### config.mk
export PLATFORM = sky130hd
export DESIGN_NAME = cqr_sqrt
export DESIGN_NICKNAME = d
export VERILOG_FILES = /design/src/hdl/cqr_pkg.sv /design/src/hdl/cqr_sqrt_cell.sv /design/src/hdl/cqr_sqrt.sv
export SDC_FILE = /design/constraint.sdc
export NUM_CORES = 1
export LEC_CHECK = 0
export ABC_AREA = 1
export BUFFER_PORTS_ARGS = -buffer_cell sky130_fd_sc_hd__buf_4
export CORE_ASPECT_RATIO = 0.9
export CORE_MARGIN = 2
export CORE_UTILIZATION = 35
export CTS_CLUSTER_DIAMETER = 150
export CTS_CLUSTER_SIZE = 12
export DETAILED_ROUTE_END_ITERATION = 8
export HOLD_SLACK_MARGIN = 0.15
export RECOVER_POWER = 25
export SLEW_MARGIN = 5
export SYNTH_ARGS = -nofsm -noshare
export SYNTH_HDL_FRONTEND = slang
export SYNTH_SLANG_ARGS = --single-unit
### constraint.sdc
create_clock -name clk_i -period 2.25 [get_ports clk_i]
set_input_delay 0.3375 -clock clk_i [delete_from_list [all_inputs] [get_ports clk_i]]
set_output_delay 0.3375 -clock clk_i [all_outputs]
set_load 0.01 [all_outputs]
### src/hdl/cqr_pkg.sv
package cqr_pkg;

  localparam int unsigned WordWidth = 32;
  localparam int unsigned FracWidth = 16;

  // internal widths
  localparam int unsigned ProdW    = 2 * WordWidth;
  localparam int unsigned RndW     = ProdW + 2 - FracWidth;
  localparam int unsigned DiscW    = RndW + 3;
  localparam int unsigned MagW     = DiscW;
  localparam int unsigned HalfW    = (MagW + 1) / 2;
  localparam int unsigned Sqrt1N   = MagW + 1;
  localparam int unsigned SqW      = 2 * Sqrt1N;
  localparam int unsigned Sqrt2N   = (Sqrt1N + FracWidth + 1) / 2;
  localparam int unsigned NumInW   = Sqrt2N + 2;
  localparam int unsigned NumProdW = NumInW + WordWidth + 1;
  localparam int unsigned NumW     = NumProdW + 1;
  localparam int unsigned DenW     = ProdW + 3;
  localparam int unsigned RemW     = DenW + WordWidth;

  localparam logic [ProdW:0] RndHalf = (ProdW + 1)'(1) << (FracWidth - 1);

  typedef enum logic [1:0] {
    StOk    = 2'd0,
    StAZero = 2'd1,
    StSat   = 2'd2
  } status_e;

  typedef struct packed {
    logic signed [WordWidth-1:0] a_re;
    logic signed [WordWidth-1:0] a_im;
    logic signed [WordWidth-1:0] b_re;
    logic signed [WordWidth-1:0] b_im;
    logic signed [WordWidth-1:0] c_re;
    logic signed [WordWidth-1:0] c_im;
  } coef_t;

  typedef struct packed {
    logic signed [WordWidth-1:0] root1_re;
    logic signed [WordWidth-1:0] root1_im;
    logic signed [WordWidth-1:0] root2_re;
    logic signed [WordWidth-1:0] root2_im;
    logic        [1:0]           status;
  } result_t;

  // product sum back to FracWidth fraction bits, half away from zero
  function automatic logic signed [RndW-1:0] rnd(input logic signed [ProdW:0] x);
    logic [ProdW:0]         mag;
    logic [ProdW:0]         m;
    logic signed [RndW-1:0] r;
    mag = x[ProdW] ? (~x + 1'b1) : x;
    m   = (mag + RndHalf) >> FracWidth;
    r   = $signed(m[RndW-1:0]);
    if (x[ProdW]) begin
      r = -r;
    end
    return r;
  endfunction

endpackage

### src/hdl/cqr_sqrt_cell.sv
module cqr_sqrt_cell
  import cqr_pkg::*;
#(
  parameter int unsigned N     = 8,
  parameter int unsigned TAG_W = 1
) (
  input  logic             clk_i,
  input  logic             rst_ni,
  input  logic             v_i,
  input  logic [2*N-1:0]   x_i,
  input  logic [N:0]       rem_i,
  input  logic [N-1:0]     root_i,
  input  logic [TAG_W-1:0] tag_i,
  output logic             v_o,
  output logic [2*N-1:0]   x_o,
  output logic [N:0]       rem_o,
  output logic [N-1:0]     root_o,
  output logic [TAG_W-1:0] tag_o
);

  logic [N+2:0] cur;
  logic [N+2:0] trial;
  logic [N+2:0] diff;
  logic         ge;

  assign cur   = {rem_i, x_i[2*N-1 -: 2]};
  assign trial = {1'b0, root_i, 2'b01};
  assign diff  = cur - trial;
  assign ge    = (cur >= trial);

  always_ff @(posedge clk_i or negedge rst_ni) begin
    if (!rst_ni) begin
      v_o <= 1'b0;
    end else begin
      v_o <= v_i;
    end
  end

  always_ff @(posedge clk_i) begin
    x_o    <= x_i << 2;
    rem_o  <= ge ? diff[N:0] : cur[N:0];
    root_o <= {root_i[N-2:0], ge};
    tag_o  <= tag_i;
  end

endmodule

### src/hdl/cqr_sqrt.sv
module cqr_sqrt
  import cqr_pkg::*;
#(
  parameter int unsigned N     = 8,
  parameter int unsigned TAG_W = 1
) (
  input  logic             clk_i,
  input  logic             rst_ni,
  input  logic             v_i,
  input  logic [2*N-1:0]   x_i,
  input  logic [TAG_W-1:0] tag_i,
  output logic             v_o,
  output logic [N-1:0]     root_o,
  output logic [TAG_W-1:0] tag_o
);

  logic [N:0]                  v_w;
  logic [N:0][2*N-1:0]         x_w;
  logic [N:0][N:0]             rem_w;
  logic [N:0][N-1:0]           root_w;
  logic [N:0][TAG_W-1:0]       tag_w;

  assign v_w[0]    = v_i;
  assign x_w[0]    = x_i;
  assign rem_w[0]  = '0;
  assign root_w[0] = '0;
  assign tag_w[0]  = tag_i;

  for (genvar g = 0; g < N; g++) begin : g_cell
    cqr_sqrt_cell #(
      .N     (N),
      .TAG_W (TAG_W)
    ) u_cell (
      .clk_i  (clk_i),
      .rst_ni (rst_ni),
      .v_i    (v_w[g]),
      .x_i    (x_w[g]),
      .rem_i  (rem_w[g]),
      .root_i (root_w[g]),
      .tag_i  (tag_w[g]),
      .v_o    (v_w[g+1]),
      .x_o    (x_w[g+1]),
      .rem_o  (rem_w[g+1]),
      .root_o (root_w[g+1]),
      .tag_o  (tag_w[g+1])
    );
  end

  assign v_o    = v_w[N];
  assign root_o = root_w[N];
  assign tag_o  = tag_w[N];

endmodule

# [Word-level counts from Yosys, hierarchy flattened]
# Cells that the tools add are included.
[op_classes] addsub=7 magnitude_cmp=8 n_mux=7
[op_table] operator="2-to-1 mux 9 bit" n=6
[op_table] operator="greater-or-equal comparator 11 x 3 -> 1 bit" n=1
[op_table] operator="greater-or-equal comparator 11 x 4 -> 1 bit" n=1
[op_table] operator="greater-or-equal comparator 11 x 5 -> 1 bit" n=1
[op_table] operator="greater-or-equal comparator 11 x 6 -> 1 bit" n=1
[op_table] operator="greater-or-equal comparator 11 x 7 -> 1 bit" n=1
[op_table] operator="greater-or-equal comparator 11 x 8 -> 1 bit" n=1
[op_table] operator="greater-or-equal comparator 11 x 9 -> 1 bit" n=1
[op_table] operator="subtractor 9 x 3 -> 9 bit" n=1
[op_table] operator="subtractor 9 x 4 -> 9 bit" n=1
[op_table] operator="subtractor 9 x 5 -> 9 bit" n=1
[op_table] operator="subtractor 9 x 6 -> 9 bit" n=1
[op_table] operator="subtractor 9 x 7 -> 9 bit" n=1
[op_table] operator="subtractor 9 x 8 -> 9 bit" n=1
[op_table] operator="subtractor 2 x 1 -> 3 bit, second input constant" n=1
[op_table] operator="greater-or-equal comparator 2 x 1 -> 1 bit, second input constant" n=1
[op_table] operator="2-to-1 mux 2 bit" n=1
[totals] reg_bits=165 in_bits=20 out_inout_bits=10 elab_cells=61

# [Longest topological paths before layout]
[logic_depth] word_depth=2 depth_mapped=12 mapped_depth_nobuf=12

# [Cells and area by module]
# Synthesis repeated with hierarchy kept, for this count alone.
[unflattened] hier_cells=1273 area_unflattened_um2=11252.0
[modules_own_cells] module="cqr_sqrt_cell at g_cell[0].u_cell ..." n_inst=7 cells_per_inst=159 area_each_um2=1406.3 seq_area_each_um2=665.6
[modules_own_cells] module="cqr_sqrt_cell at g_cell[4].u_cell" n_inst=1 cells_per_inst=159 area_each_um2=1403.8 seq_area_each_um2=665.6
[modules_own_cells] module="cqr_sqrt" n_inst=1 cells_per_inst=1 area_each_um2=3.8 seq_area_each_um2=0.0

# [Worst setup path after synthesis]
# No wires, ideal clock.
[synth_path] path_type="reg2reg" from="register g_cell[5].u_cell.root_o[0]" to="register g_cell[6].u_cell.rem_o[0]" setup_ns=0.112 arrival_ns=1.376 t_required_ns=2.138 setup_slack_ns=0.761 path_stages_with_launch=11 path_buffers=0 synth_period_minus_slack_ns=1.489 cell_sequence="dfxtp_1 inv_1 ha_1 a21oi_1 nand2_1 nand2_1 nand2_1 nand2_2 nand2_2 nand2_1 nand2_1"
[synth_between] elab_chain_cells=2
[synth_lines] item="from (decl)" line_no="cqr_sqrt_cell.sv:17" source="output logic [N-1:0] root_o,"
[synth_lines] item="from (signal assigned)" line_no="cqr_sqrt_cell.sv:42" source="root_o <= {root_i[N-2:0], ge};"
[synth_lines] item="greater-or-equal comparator 11 x 8 -> 1 bit" line_no="cqr_sqrt_cell.sv:29" source="assign ge = (cur >= trial);"
[synth_lines] item="via g_cell[6].u_cell.ge" line_no="cqr_sqrt_cell.sv:24" source="logic ge;"
[synth_lines] item="2-to-1 mux 9 bit" line_no="cqr_sqrt_cell.sv:41" source="rem_o <= ge ? diff[N:0] : cur[N:0];"
[synth_lines] item="to (signal assigned)" line_no="cqr_sqrt_cell.sv:41"
[synth_lines] item="to (decl)" line_no="cqr_sqrt_cell.sv:16" source="output logic [N:0] rem_o,"
# The timed path passes the listed nets, and every way through them passes these cells.
# A chain may end at the register's enable or synchronous reset.

# [Final worst setup path]
[layout_path] from="register g_cell[3].u_cell.root_o[2]" to="register g_cell[4].u_cell.rem_o[3]"
[layout_between] elab_chain_cells=2
[layout_lines] item="from (decl)" line_no="cqr_sqrt_cell.sv:17"
[layout_lines] item="from (signal assigned)" line_no="cqr_sqrt_cell.sv:42"
[layout_lines] item="greater-or-equal comparator 11 x 6 -> 1 bit" line_no="cqr_sqrt_cell.sv:29"
[layout_lines] item="2-to-1 mux 9 bit" line_no="cqr_sqrt_cell.sv:41"
[layout_lines] item="to (signal assigned)" line_no="cqr_sqrt_cell.sv:41"
[layout_lines] item="to (decl)" line_no="cqr_sqrt_cell.sv:16"
# Every way passes these cells.

==> run metrics <==
antenna-violating nets left=0; hold worst-path end=g_cell[4].u_cell.x_o[14]; final clock skew=17.0 ps; crit-path cells=inv_1 -> ha_1 -> nand2_1 -> nand2_1 -> a21oi_2 -> nand2_2 -> nor2_2 -> nand2_1 -> o21ai_2; io pins=30; WS Path Type=register to register; Root Driver=clkbuf_16; largest net degree at the start of global routing=17; clock sink total=165; PortBufs=29; Synth Area in Simple Gates=22.5%; Worst Max-Slew Pin Slew=532 ps; CTS H-tree depth=4; reg2reg start=g_cell[3].u_cell.root_o[2]; post-synth top area cell=dfxtp_1; Inserted Clock Buffers=17; routed length per instance=9.64 um; outcome=complete, no violations; drt pass-1 iters=6; P&R area growth vs syn=21.3%; setup_tns=0 ps; CP Data Required Time=2600 ps; final core occ=43.0%; CP max stage delay=420 ps; hold_sp=g_cell[3].u_cell.x_o[12]; Seq/Total Area, Yosys=53.9%; min Tclk post-route=1840 ps; Chip Width=144 um; synthesized net count=788; grt ovf=0; setup slack, reg-to-reg=410 ps; CTS tree=done; routability cong.=0.824; fillers=1,728; Die Footprint=18,800 sq um; vias in the first global route=4,088; maxcap violations=0; placed insts=995; XOR/XNOR Fraction of Synth Area=2.40%; Post-Synth Adder-Cell Area=8.27%; final std cells w/o fill=1,047; hpwl dp=7560 um; CP startpoint kind=register; worst-path maximum fanout=12; unrepaired setup endpoints after global routing=false; largest cells by area after synthesis=dfxtp_1 (51%), nand2_1 (13%), ha_1 (8.3%), inv_1 (8.1%), dfrtp_1 (3.2%); main combinational cell family by area after synthesis=simple AND/OR/NAND/NOR gates; final slew viol count=0; worst-skew pair later-pin latency=430 ps; maximum VDD drop=0.651 mV; Routed WL=10,100 um; # diodes=0; hold-fix buffers at CTS=20; Max Clk Rate=544 MHz; Mean Syn Cell Area=8.53 sq um; Leak Pwr=0.00397 uW; Netlist Area Pre-Place=6200 sq um; initial antenna violation count=0; Slew HR=64.5%; Syn Inst Count=727; DR iter-0 viols=158; Ys Warns=0; Post-CTS Setup Inserts=0; Crit. End Element=register; reg2reg path depth=9; Starting Density=35.4%; part of the cycle the worst path needs=81.8%; r2r endpoint=g_cell[4].u_cell.rem_o[3]; share of layout cells above drive strength 1=10.9%; Die Y=130 um; data arrival time of the worst path=2190 ps; Yosys top cell area share=50.7%; Core Area=17,500 sq um; buffers and inverters on the worst path=1; Synth cell types=33; routed vias/inst=4.08; Multi-input gate area=2330 sq um; hold depth=0; gr usage total=12.2%; family with the most delay on the worst path=simple AND/OR/NAND/NOR gates; Post-CTS Resized=0; Layout Nets=855; FF+latch count, synth=165; min-delay worst type=register to register; FF+latch area=3340 sq um; DRC viols=0; Reg clk slew, reported paths=60 ps; global-route wire length before repair=17,800 um; Clock Path Buffers=2; Crit path top cell by count=nand2_1; Core Rows=46; Critical-path top delay cell=nor2_2; mux contribution to synthesized area=0%; Final Hold Violating Endpoints=0; # setup viols final=0; total vias in the final route=4,276; Pwr Density=1170 nW/um^2; fraction of the mapped netlist area in compound gates=4.42%; Critical Path Source=g_cell[3].u_cell.root_o[2]
## power breakdown
part	internal [uW]	switching, uW	leakage [uW]
Clock	1850	1140	0.000304
Sequential	3450	247	0.00141
Combinational	853	1260	0.00226
## metrics by stage
| step | hold slack [ps] | setup WS, ps | cell area, sq um | power, uW |
|---|---|---|---|---|
| final | 325 | 410 | 7520 | 8800 |
| after global routing | 329 | 170 | 7520 | 9470 |
| after CTS | 240 | 402 | 7530 | 8920 |
| after detailed placement | 161 | 426 | 6710 | 5860 |
| after global placement | 158 | 488 | 6710 | 5830 |
| after floorplan | 41.9 | 761 | 6200 | 5380 |
## worst max path at each step
stage / end / cells past startpoint
after detailed placement: g_cell[4].u_cell.rem_o[3] / 9
final: g_cell[4].u_cell.rem_o[3] / 9
after global placement: g_cell[4].u_cell.rem_o[4] / 9
after CTS: g_cell[4].u_cell.rem_o[1] / 9
after global routing: g_cell[4].u_cell.rem_o[2] / 9
after floorplan: g_cell[6].u_cell.rem_o[0] / 10
## cell usage after synthesis (all sizes together)
| cell | number |
|---|---|
| a211oi | 1 |
| o211ai | 2 |
| or2 | 3 |
| inv | 136 |
| xor2 | 11 |
| nand3 | 43 |
| xnor2 | 6 |
| nand2 | 213 |
| a21oi | 22 |
| nor3 | 4 |
| ha | 41 |
| nand3b | 2 |
| nand4 | 13 |
| o21a | 1 |
| o21ai | 17 |
| a21boi | 1 |
| buf | 1 |
| dfrtp | 8 |
| conb | 1 |
| and2 | 1 |
| nor2 | 43 |
| dfxtp | 157 |
## flip-flops by register name, summed over array words and instances, names as in the netlist
name	flops
g_cell.u_cell.rem_o	57
g_cell.u_cell.x_o	56
g_cell.u_cell.root_o	36
g_cell.u_cell.tag_o	8
g_cell.u_cell.v_o	8
## placed cells by master (no fill, tap or decap), types with 4 or more instances in the layout
cell type	synthesis	final
nand2_1	208	208
dfxtp_1	157	157
inv_1	134	134
ha_1	41	41
nand3_1	40	40
nor2_1	37	37
buf_4	0	28
dlygate4sd3_1	0	20
clkbuf_16	0	18
a21oi_1	16	16
nand4_1	12	12
o21ai_0	11	11
xor2_1	11	11
dfrtp_1	8	8
xnor2_1	6	6
a21oi_2	5	5
nand2_2	5	5
nor2_2	4	4
clkbuf_1	0	4
## worst register-to-register path: cells and delay by family, from the launching register on
family / cells / cell delay [ps]
compound gates: 2 / 270
buf+inv: 1 / 40
fa+ha+maj: 1 / 340
flops: 1 / 320
simple gates: 5 / 800
## cell families (layout without fill, tap and decap cells)
family / after synthesis / in the layout
other: 1 / 1
adder cells (fa/ha/maj): 41 / 41
AO/OA/AOI/OAI: 44 / 44
flip-flops: 165 / 165
AND/OR/NAND/NOR: 322 / 322
buffers and inverters: 137 / 217
XOR/XNOR: 17 / 17
## layer usage
layer | part of all wire (%) | routed length (um) | track usage [%]
met1 | 50 | 5050 | 15.0
met2 | 45 | 4550 | 19.1
met3 | 3.5 | 354 | 3.85
met4 | 1.4 | 141 | 6.45
met5 | 0 | 0 | 0
## area by class of cell
type	count	area share, %
flip-flops and latches	165	44.4
multi-input cells	425	31.0
inverters	136	6.79
clock buffers	22	6.32
repair buffers	49	5.51
well taps	240	3.99
clock inverters	10	1.91
(Power assumes the default switching activity.)
